<file path="src/rtl/core/iprl_pkg.sv">
package iprl_pkg;

   // Table size and port count of the routing table.
   localparam int ROUTES = 16;
   localparam int PORTS  = 4;

   // Field widths.
   localparam int ADDR_W     = 32;
   localparam int TTL_W      = 8;
   localparam int PORT_W     = 2;
   localparam int METRIC_W   = 5;
   localparam int STATUS_W   = 2;
   localparam int INDEX_W    = 4;
   localparam int CSR_ADDR_W = 3;
   localparam int CSR_DATA_W = 32;

   // Slot index width used to address the table.
   localparam int IDX_W = (ROUTES > 1) ? $clog2(ROUTES) : 1;

   // The selection tree is padded to a power of two and its levels are split
   // over three pipeline stages.
   localparam int TREE_LVL = (ROUTES > 1) ? $clog2(ROUTES) : 0;
   localparam int LEAVES   = 1 << TREE_LVL;
   localparam int LVL_S1   = TREE_LVL / 4;
   localparam int LVL_S3   = TREE_LVL / 4;
   localparam int LVL_S2   = TREE_LVL - LVL_S1 - LVL_S3;
   localparam int W1       = LEAVES >> LVL_S1;
   localparam int W2       = W1 >> LVL_S2;

   // Request actions.
   localparam logic ACT_WRITE  = 1'b0;
   localparam logic ACT_LOOKUP = 1'b1;

   // Register map, as word indexes, and reset values.
   localparam logic REG_INFINITY = 1'b0;
   localparam logic [METRIC_W-1:0] INFINITY_RESET = METRIC_W'(16);

   // Minimum TTL that may still be forwarded.
   localparam logic [TTL_W-1:0] TTL_MIN_FWD = TTL_W'(2);

   typedef enum logic [STATUS_W-1:0] {
      ST_FORWARD       = 2'd0,
      ST_TIME_EXCEEDED = 2'd1,
      ST_NO_ROUTE      = 2'd2
   } status_type;

   // One candidate route travelling through the selection tree.
   typedef struct packed {
      logic                hit;
      logic [ADDR_W-1:0]   mask;
      logic [ADDR_W-1:0]   gateway;
      logic [PORT_W-1:0]   port;
      logic [METRIC_W-1:0] metric;
   } cand_type;

   // Merge two neighbors; the higher slot wins on an equal mask.
   function automatic cand_type pick(cand_type lo, cand_type hi);
      cand_type res;
      if (hi.hit && (!lo.hit || (hi.mask >= lo.mask))) begin
         res = hi;
      end else begin
         res = lo;
      end
      return res;
   endfunction

endpackage

</file>
<file path="src/rtl/core/ipv4_route_lookup_core.sv">
// Longest prefix match lookup over a register table of iprl_pkg::ROUTES routes.
// A lookup passes the s1, s2, s3 and output registers before its response shows.
// Throughput: one request per cycle unless rsp_ready stalls; writes act at acceptance.
// Selection runs as a tree split over three register stages plus an output register.
// Synchronous active-high reset invalidates all routes and sets infinity to 16.
module ipv4_route_lookup_core (
   input  logic                              clock,
   input  logic                              reset,
   input  logic                              req_valid,
   output logic                              req_ready,
   input  logic                              req_action,
   input  logic [iprl_pkg::INDEX_W-1:0]      req_route_index,
   input  logic [iprl_pkg::ADDR_W-1:0]       req_route_dest,
   input  logic [iprl_pkg::ADDR_W-1:0]       req_route_mask,
   input  logic [iprl_pkg::ADDR_W-1:0]       req_route_gateway,
   input  logic [iprl_pkg::PORT_W-1:0]       req_route_port,
   input  logic [iprl_pkg::METRIC_W-1:0]     req_route_metric,
   input  logic                              req_route_valid,
   input  logic [iprl_pkg::ADDR_W-1:0]       req_dest_addr,
   input  logic [iprl_pkg::TTL_W-1:0]        req_ttl_in,
   output logic                              rsp_valid,
   input  logic                              rsp_ready,
   output logic [iprl_pkg::STATUS_W-1:0]     rsp_status,
   output logic [iprl_pkg::ADDR_W-1:0]       rsp_next_hop,
   output logic [iprl_pkg::PORT_W-1:0]       rsp_out_port,
   output logic [iprl_pkg::TTL_W-1:0]        rsp_ttl_out,
   input  logic                              psel,
   input  logic                              penable,
   input  logic                              pwrite,
   input  logic [iprl_pkg::CSR_ADDR_W-1:0]   paddr,
   input  logic [iprl_pkg::CSR_DATA_W-1:0]   pwdata,
   output logic [iprl_pkg::CSR_DATA_W-1:0]   prdata,
   output logic                              pready
);
   import iprl_pkg::*;

   // Route table.
   logic [ADDR_W-1:0]   tbl_dest_ff    [ROUTES];
   logic [ADDR_W-1:0]   tbl_mask_ff    [ROUTES];
   logic [ADDR_W-1:0]   tbl_gateway_ff [ROUTES];
   logic [PORT_W-1:0]   tbl_port_ff    [ROUTES];
   logic [METRIC_W-1:0] tbl_metric_ff  [ROUTES];
   logic [ROUTES-1:0]   tbl_valid_ff;

   logic [METRIC_W-1:0] infinity_ff;

   // Pipeline registers.
   logic                s1_valid_ff;
   logic [ADDR_W-1:0]   s1_addr_ff;
   logic [TTL_W-1:0]    s1_ttl_ff;

   logic                s2_valid_ff;
   logic [ADDR_W-1:0]   s2_addr_ff;
   logic [TTL_W-1:0]    s2_ttl_ff;
   cand_type            s2_cand_ff [W1];
   cand_type            s2_cand_in [W1];

   logic                s3_valid_ff;
   logic [ADDR_W-1:0]   s3_addr_ff;
   logic [TTL_W-1:0]    s3_ttl_ff;
   cand_type            s3_cand_ff [W2];
   cand_type            s3_cand_in [W2];

   logic                rsp_valid_ff;
   status_type          rsp_status_ff;
   status_type          rsp_status_in;
   logic [ADDR_W-1:0]   rsp_next_hop_ff;
   logic [ADDR_W-1:0]   rsp_next_hop_in;
   logic [PORT_W-1:0]   rsp_out_port_ff;
   logic [PORT_W-1:0]   rsp_out_port_in;
   logic [TTL_W-1:0]    rsp_ttl_out_ff;
   logic [TTL_W-1:0]    rsp_ttl_out_in;

   // Working arrays of the selection tree.
   cand_type            tree1 [LEAVES];
   cand_type            tree2 [W1];
   cand_type            tree3 [W2];
   cand_type            winner;

   logic                out_ready;
   logic                s3_ready;
   logic                s2_ready;
   logic                s1_ready;
   logic                req_fire;
   logic                wr_fire;
   logic                wr_ok;
   logic                cfg_write;

   // Backpressure chain; every stage moves when the one after it can take data.
   assign out_ready = !rsp_valid_ff || rsp_ready;
   assign s3_ready  = !s3_valid_ff || out_ready;
   assign s2_ready  = !s2_valid_ff || s3_ready;
   assign s1_ready  = !s1_valid_ff || s2_ready;
   assign req_ready = s1_ready;
   assign req_fire  = req_valid && req_ready;

   // A route write is dropped when its slot or port lies outside the table.
   assign wr_ok   = (32'(req_route_index) < ROUTES) && (32'(req_route_port) < PORTS);
   assign wr_fire = req_fire && (req_action == ACT_WRITE) && wr_ok;

   // Table payload is written at acceptance of a route write.
   always_ff @(posedge clock) begin
      if (wr_fire) begin
         tbl_dest_ff[req_route_index[IDX_W-1:0]]    <= req_route_dest;
         tbl_mask_ff[req_route_index[IDX_W-1:0]]    <= req_route_mask;
         tbl_gateway_ff[req_route_index[IDX_W-1:0]] <= req_route_gateway;
         tbl_port_ff[req_route_index[IDX_W-1:0]]    <= req_route_port;
         tbl_metric_ff[req_route_index[IDX_W-1:0]]  <= req_route_metric;
      end
   end

   // Valid marks of the table are cleared by reset.
   always_ff @(posedge clock) begin
      if (reset) begin
         tbl_valid_ff <= '0;
      end else if (wr_fire) begin
         tbl_valid_ff[req_route_index[IDX_W-1:0]] <= req_route_valid;
      end
   end

   // Configuration register access.
   assign cfg_write = psel && penable && pwrite && (paddr[2] == REG_INFINITY);
   assign pready    = 1'b1;
   assign prdata    = (paddr[2] == REG_INFINITY) ? CSR_DATA_W'(infinity_ff) : '0;

   always_ff @(posedge clock) begin
      if (reset) begin
         infinity_ff <= INFINITY_RESET;
      end else if (cfg_write) begin
         infinity_ff <= pwdata[METRIC_W-1:0];
      end
   end

   // Stage one: match every route against the address and merge the first levels.
   always_comb begin
      for (int i = 0; i < LEAVES; i++) begin
         tree1[i] = '0;
      end
      for (int i = 0; i < ROUTES; i++) begin
         tree1[i].hit     = tbl_valid_ff[i] &&
                            ((s1_addr_ff & tbl_mask_ff[i]) == (tbl_dest_ff[i] & tbl_mask_ff[i]));
         tree1[i].mask    = tbl_mask_ff[i];
         tree1[i].gateway = tbl_gateway_ff[i];
         tree1[i].port    = tbl_port_ff[i];
         tree1[i].metric  = tbl_metric_ff[i];
      end
      for (int l = 0; l < LVL_S1; l++) begin
         for (int j = 0; j < (LEAVES >> (l + 1)); j++) begin
            tree1[j] = pick(tree1[2*j], tree1[2*j+1]);
         end
      end
      for (int j = 0; j < W1; j++) begin
         s2_cand_in[j] = tree1[j];
      end
   end

   // Stage two: middle levels of the tree.
   always_comb begin
      for (int j = 0; j < W1; j++) begin
         tree2[j] = s2_cand_ff[j];
      end
      for (int l = 0; l < LVL_S2; l++) begin
         for (int j = 0; j < (W1 >> (l + 1)); j++) begin
            tree2[j] = pick(tree2[2*j], tree2[2*j+1]);
         end
      end
      for (int j = 0; j < W2; j++) begin
         s3_cand_in[j] = tree2[j];
      end
   end

   // Stage three: last levels, then the forwarding decision.
   always_comb begin
      for (int j = 0; j < W2; j++) begin
         tree3[j] = s3_cand_ff[j];
      end
      for (int l = 0; l < LVL_S3; l++) begin
         for (int j = 0; j < (W2 >> (l + 1)); j++) begin
            tree3[j] = pick(tree3[2*j], tree3[2*j+1]);
         end
      end
      winner = tree3[0];

      rsp_status_in   = ST_FORWARD;
      rsp_next_hop_in = '0;
      rsp_out_port_in = '0;
      rsp_ttl_out_in  = '0;
      priority if (s3_ttl_ff < TTL_MIN_FWD) begin
         rsp_status_in = ST_TIME_EXCEEDED;
      end else if (!winner.hit || (winner.metric == infinity_ff)) begin
         rsp_status_in = ST_NO_ROUTE;
      end else begin
         rsp_next_hop_in = (winner.gateway != '0) ? winner.gateway : s3_addr_ff;
         rsp_out_port_in = winner.port;
         rsp_ttl_out_in  = s3_ttl_ff - TTL_W'(1);
      end
   end

   // Valid bits of the pipeline.
   always_ff @(posedge clock) begin
      if (reset) begin
         s1_valid_ff  <= 1'b0;
         s2_valid_ff  <= 1'b0;
         s3_valid_ff  <= 1'b0;
         rsp_valid_ff <= 1'b0;
      end else begin
         if (s1_ready) begin
            s1_valid_ff <= req_fire && (req_action == ACT_LOOKUP);
         end
         if (s2_ready) begin
            s2_valid_ff <= s1_valid_ff;
         end
         if (s3_ready) begin
            s3_valid_ff <= s2_valid_ff;
         end
         if (out_ready) begin
            rsp_valid_ff <= s3_valid_ff;
         end
      end
   end

   // Data registers of the pipeline load whenever their stage advances.
   always_ff @(posedge clock) begin
      if (s1_ready) begin
         s1_addr_ff <= req_dest_addr;
         s1_ttl_ff  <= req_ttl_in;
      end
      if (s2_ready) begin
         s2_addr_ff <= s1_addr_ff;
         s2_ttl_ff  <= s1_ttl_ff;
         s2_cand_ff <= s2_cand_in;
      end
      if (s3_ready) begin
         s3_addr_ff <= s2_addr_ff;
         s3_ttl_ff  <= s2_ttl_ff;
         s3_cand_ff <= s3_cand_in;
      end
      if (out_ready) begin
         rsp_status_ff   <= rsp_status_in;
         rsp_next_hop_ff <= rsp_next_hop_in;
         rsp_out_port_ff <= rsp_out_port_in;
         rsp_ttl_out_ff  <= rsp_ttl_out_in;
      end
   end

   assign rsp_valid    = rsp_valid_ff;
   assign rsp_status   = rsp_status_ff;
   assign rsp_next_hop = rsp_next_hop_ff;
   assign rsp_out_port = rsp_out_port_ff;
   assign rsp_ttl_out  = rsp_ttl_out_ff;

endmodule

</file>
<file path="config.mk">
export PLATFORM = sky130hd
export DESIGN_NAME = ipv4_route_lookup_core
export DESIGN_NICKNAME = d
export VERILOG_FILES = /design/src/rtl/core/iprl_pkg.sv /design/src/rtl/core/ipv4_route_lookup_core.sv
export SDC_FILE = /design/constraint.sdc
export NUM_CORES = 2
export LEC_CHECK = 0
export ABC_CLOCK_PERIOD_IN_PS = 22000
export BUFFER_PORTS_ARGS = -buffer_cell sky130_fd_sc_hd__buf_2
export CAP_MARGIN = 20
export CORE_MARGIN = 2
export CORE_UTILIZATION = 48
export CTS_CLUSTER_SIZE = 14
export DETAILED_ROUTE_END_ITERATION = 7
export PLACE_DENSITY_LB_ADDON = 0.12
export SYNTH_ARGS = -nofsm -noshare
export SYNTH_HDL_FRONTEND = slang
export SYNTH_SLANG_ARGS = --single-unit
</file>
<file path="constraint.sdc">
create_clock -name clock -period 22 [get_ports clock]
set_input_delay 3.3 -clock clock [delete_from_list [all_inputs] [get_ports clock]]
set_output_delay 3.3 -clock clock [all_outputs]
set_load 0.01 [all_outputs]
</file>
-- Word level (Yosys, flattened, before mapping)
Memory sizes are Yosys's and may differ from the RTL's.
Cells that the tools add are included.
- multiplexer cells: 23
- $add $sub $neg: 1
- reductions and logical operators: 80
- bitwise logic cells: 34
- magnitude comparators: 18
- eq/ne operators: 17
- operators by type and width (cell ; number):
    72-bit two-way mux ; 15
    32-bit AND ; 32
    32-bit equality test ; 16
    32-bit greater-or-equal comparator ; 15
    1-bit logical AND ; 38
    32-bit two-way mux ; 1
    32-bit nonzero test ; 1
    1-bit zero test ; 20
    1-bit logical OR ; 20
    16-bit bitwise mux ; 1
    8-bit by 2-bit < comparator with 1-bit output, second input constant ; 1
    8-bit by 1-bit subtractor with 8-bit output, second input constant ; 1
    5-bit equality test ; 1
    4-bit by 5-bit < comparator with 1-bit output, second input constant ; 1
    5-bit two-way mux ; 1
    1-bit demux with 4-bit select ; 1
    4-bit by 1-bit greater-or-equal comparator with 1-bit output, second input constant ; 1
    1-bit two-way mux ; 3
    2-bit two-way mux ; 1
    1-bit inverter ; 2
    2-bit OR reduction ; 1
- memory bits (writable): 1648
- logic and storage cells: 244
- register bits after elaboration: 909
- memories kept: 5
- output and inout bits: 79
- memory list (memory ; depth ; bits a word ; rd ports ; clocked after Yosys merged registers in ; write ports ; RTL line ; RTL):
    tbl_dest_ff ; 16 ; 32 ; 16 ; 0 ; 1 ; ipv4_route_lookup_core.sv:38 ; logic [ADDR_W-1:0] tbl_dest_ff [ROUTES];
    tbl_gateway_ff ; 16 ; 32 ; 16 ; 0 ; 1 ; ipv4_route_lookup_core.sv:40 ; logic [ADDR_W-1:0] tbl_gateway_ff [ROUTES];
    tbl_mask_ff ; 16 ; 32 ; 16 ; 0 ; 1 ; ipv4_route_lookup_core.sv:39 ; logic [ADDR_W-1:0] tbl_mask_ff [ROUTES];
    tbl_metric_ff ; 16 ; 5 ; 16 ; 0 ; 1 ; ipv4_route_lookup_core.sv:42 ; logic [METRIC_W-1:0] tbl_metric_ff [ROUTES];
    tbl_port_ff ; 16 ; 2 ; 16 ; 0 ; 1 ; ipv4_route_lookup_core.sv:41 ; logic [PORT_W-1:0] tbl_port_ff [ROUTES];

-- Longest topological paths before layout
- depth in word-level cells: 9
- gate-level depth with buffers: 25

-- Worst setup path before layout
No wires, ideal clock.
- path type: input to register
- start point: in rsp_ready
- end point: reg tbl_valid_ff[1]
- stages: 7
- data arrival time: 16470 ps
- library setup time: 128 ps
- path buffers: 0
- slack: 5403 ps
- cell sequence: nor2b_1 > and3_1 > nand2_1 > and3b_1 > nor4b_1 > mux2i_1 > nor2_1
- word-level cells in the longest chain between the ends: 6
- RTL lines (item ; RTL line ; RTL):
    start, declared ; ipv4_route_lookup_core.sv:22 ; input logic rsp_ready,
    1-bit logical OR ; ipv4_route_lookup_core.sv:90 ; assign out_ready = !rsp_valid_ff || rsp_ready;
    1-bit logical OR ; ipv4_route_lookup_core.sv:91 ; assign s3_ready = !s3_valid_ff || out_ready;
    1-bit logical OR ; ipv4_route_lookup_core.sv:92 ; assign s2_ready = !s2_valid_ff || s3_ready;
    1-bit logical OR ; ipv4_route_lookup_core.sv:93 ; assign s1_ready = !s1_valid_ff || s2_ready;
    via req_ready ; ipv4_route_lookup_core.sv:10 ; output logic req_ready,
    1-bit logical AND ; ipv4_route_lookup_core.sv:95 ; assign req_fire = req_valid && req_ready;
    1-bit logical AND ; ipv4_route_lookup_core.sv:99 ; assign wr_fire = req_fire && (req_action == ACT_WRITE) && wr_ok;
    end signal, assigned by index ; ipv4_route_lookup_core.sv:117 ; tbl_valid_ff[req_route_index[IDX_W-1:0]] <= req_route_valid;
    end, declared ; ipv4_route_lookup_core.sv:43 ; logic [ROUTES-1:0] tbl_valid_ff;
The timed path passes the listed nets, and every way through them passes these cells.
A chain may end at the register's enable or synchronous reset.

==> results.cfg <==
[power]
swShare_pct = 21.26
seqPwrFrac_pct = 51.7
internal_power_mw = 8.275
combPwrFrac_pct = 3.6
ir_drop_mv = 0.07119
p_per_area_mw_per_mm2 = 85.02
p_clk_share_pct = 44.7
total_leakage_power_nw = 46.28
power_switching_mw = 2.235

[detailed_routing]
ant_nets = 0
drc = 0
vias = 62280
first_pass_iters = 6
wl_per_cell_um = 34.68
viasPerCell = 6.040
drt_iter0_drc = 8741
wirelength_um = 357600

[global_routing]
grt_usage_pct = 30.51
grt_pass1_vias = 59250
grt_pass1_wl_um = 479600
antenna_found_initial = 53
grt-ovfl-total = 0
grt_max_degree = 143

[clocking]
cts_tree = yes
post_cts_buffers = 0
clockRootBuffer = clkbuf_16
clkTransAtPathRegs_ps = 60
cts_resized = 0
h-tree-depth = 5
clk_latency_ps = 970
ctsLongestPathBuffers = 4
cts.sinks = 2557
numCtsBuffers = 288
hold_buffers = 0

[timing]
tightest_slew_ps = 1172
finalSetupViolations = 0
fmax_mhz = 108.1
period_share_pct = 42.07
hold_violations = 0
finalClockSkew_ps = 61.57
slew_headroom_pct = 21.88
fin_tns_setup_ps = 0
min_period_ps = 9255
layout_setup_ws_ps = 12750
final_max_slew_viol_count = 0
rsz0062_at_grt = false

[synth]
synth.most_common_cell = edfxtp_1
netlist_area_mm2 = 0.1094
synth_top_cells_by_count = 2532 x edfxtp_1, 549 x mux2_2, 495 x inv_1
yosys_warnings = 0
ys_types = 72
synth_top_area_cell = edfxtp_1
synthFlopType = edfxtp_1
netlist_instances = 6615
synth_area_leaders = edfxtp_1 69%, mux2_2 5.6%, ha_1 5.5%, mux2i_1 4.4%, xor2_1 2.8%
synth.ff_latch_count = 2557
yosysTopAreaCellShare_pct = 69.48
synth_area_per_cell_um2 = 16.54
seq_area_frac_synth_pct = 69.93
async_flop_share_pct = 0
synth_edf_count = 2532

[worst_setup_path]
cpMaxStageDelayCell = buf_4
startpoint_type = flip-flop
worstSetupEndpointType = flip-flop
arrival_ps = 9880
worstSetupPathType = flip-flop to flip-flop
critical_path_required_ps = 22620
cp-startpoint = s2_cand_ff[414]
crit_chain = inv_1 -> ha_1 -> nand4_1 -> nor2_1 -> inv_1 -> o31ai_1 -> a221oi_1 -> o21ai_4 -> buf_4 -> buf_4 -> mux2i_1 -> inv_1 -> ha_1 -> a21o_1 -> a21o_1 -> a21o_1 -> a21oi_1 -> o21ai_0 -> o2111ai_1 -> a21oi_4 -> buf_4 -> buf_4 -> mux2i_1
path_common_cell = buf_4
cpPeakStageDelay_ps = 910
cp_max_fo = 37
r2r_start = s2_cand_ff[414]

[die]
fp.dieW_um = 481.5
placementRows = 175
start_util_pct = 48.20
ios = 270
core_area_mm2 = 0.2271
die_y_um = 481.5
die_area_mm2 = 0.2318

[placement]
port_buffers = 212
post-place-ws_ps = 12950
gp_congestion = 0.9556
place_hpwl_um = 230000

[final_layout]
nets = 7730
area_growth_pct = 12.96
drive_above_1_share_pct = 18.36

[worst_hold_path]
hp-start = s2_addr_ff[2]
hold_path_class = flip-flop to flip-flop

[job]
drv_cap = 0

[run_status]
status = completed
[worst max-delay path, delay by kind of cell, from the launching register on]
kind	cells	cell delay, ps
adders and majority gates	2	570
muxes	2	600
DFF	1	420
buffers and inverters	7	3140
AOI/OAI and AO/OA	10	3690
and+or+nand+nor	2	310
[cells by family after synthesis]
| group | share of synthesized area, % |
|---|---|
| compound gates | 4.382 |
| xor+xnor | 4.162 |
| fa+ha+maj | 5.499 |
| buf+inv | 2.878 |
| flops | 69.93 |
| mux | 10.23 |
| other cells | 0.006862 |
| simple gates | 2.912 |
[final cells by class]
cell class	instances	area, µm²
clock inverters	136	1287
flip-flops and latches	2557	76530
diodes	32	80.08
inverters	495	1866
multi-input cells	3368	30140
repair buffers	348	2172
clock buffers	367	7775
fillers	18200	103400
well taps	3009	3765
[per-layer routing]
metal / routed length [µm] / GRT usage (%) / vias up / part of all wire [%]
met4: 13360 / 10.60 / 2 / 3.7
met1: 149600 / 44.07 / 32330 / 42
met5: 13 / 0 / - / 0.0036
met3: 34850 / 5.843 / 576 / 9.7
met2: 159800 / 46.29 / 3239 / 45
li1: - / - / 26140 / -
[layout by cell type (no fill, tap or decap), drive strengths merged, types with 32 or more instances in the layout]
cell type and instances:
edfxtp 2532, mux2 569, inv 502, ha 481
mux2i 478, clkbuf 367, buf 348, xor2 344
xnor2 176, a21o 143, a21oi 138, nand2 132
nand4 127, clkinv 99, o22ai 79, a22oi 78
nor2 78, o21ai 75, nand2b 62, nor3 53
a211oi 45, a221oi 34, nand3 33, diode 32
nor4 32
[path summary, 6_finish.rpt]
kind / depth (start not counted) / end / slack, ps
hold reg to reg: 0 / s3_addr_ff[2] / 390
setup reg to reg: 23 / s3_cand_ff[105] / 12750
setup / recovery: 23 / s3_cand_ff[105] / 12750
hold / removal: 0 / s3_addr_ff[2] / 390
[through the flow]
step / utilization (%) / instances / area [µm²] / total power [mW] / hold slack [ps]
3_5_place_dp: 50.40 / 9776 / 114400 / 5.901 / 404.5
4_1_cts: 54.39 / 10280 / 123500 / 10.55 / 388.8
6_report: 54.44 / 10310 / 123600 / 10.51 / 391.7
5_1_grt: 54.41 / 10280 / 123500 / 10.76 / 393.8
2_1_floorplan: - / 6641 / 109500 / 5.669 / 400.3
3_3_place_gp: 50.39 / 9775 / 114400 / 5.894 / 400.9
[state kept, by name, indices dropped and copies added (netlist names), 5 cells and up]
| register | cells |
|---|---|
| s2_cand_ff | 576 |
| tbl_dest_ff | 512 |
| tbl_gateway_ff | 512 |
| tbl_mask_ff | 512 |
| s3_cand_ff | 144 |
| tbl_metric_ff | 80 |
| rsp_next_hop | 32 |
| s1_addr_ff | 32 |
| s2_addr_ff | 32 |
| s3_addr_ff | 32 |
| tbl_port_ff | 32 |
| tbl_valid_ff | 16 |
| rsp_ttl_out | 8 |
| s1_ttl_ff | 8 |
| s2_ttl_ff | 8 |
| s3_ttl_ff | 8 |
| infinity_ff | 5 |
[power by group through the flow]
| stage | clock network [mW] | logic (mW) | registers, mW |
|---|---|---|---|
| finish | 4.70 | 0.376 | 5.43 |
| global placement | 0 | 0.362 | 5.53 |
| CTS | 4.75 | 0.369 | 5.43 |
| detailed placement | 0 | 0.367 | 5.53 |
| global route | 4.94 | 0.386 | 5.43 |
| floorplan | 0 | 0.144 | 5.52 |
(Power assumes the default switching activity.)
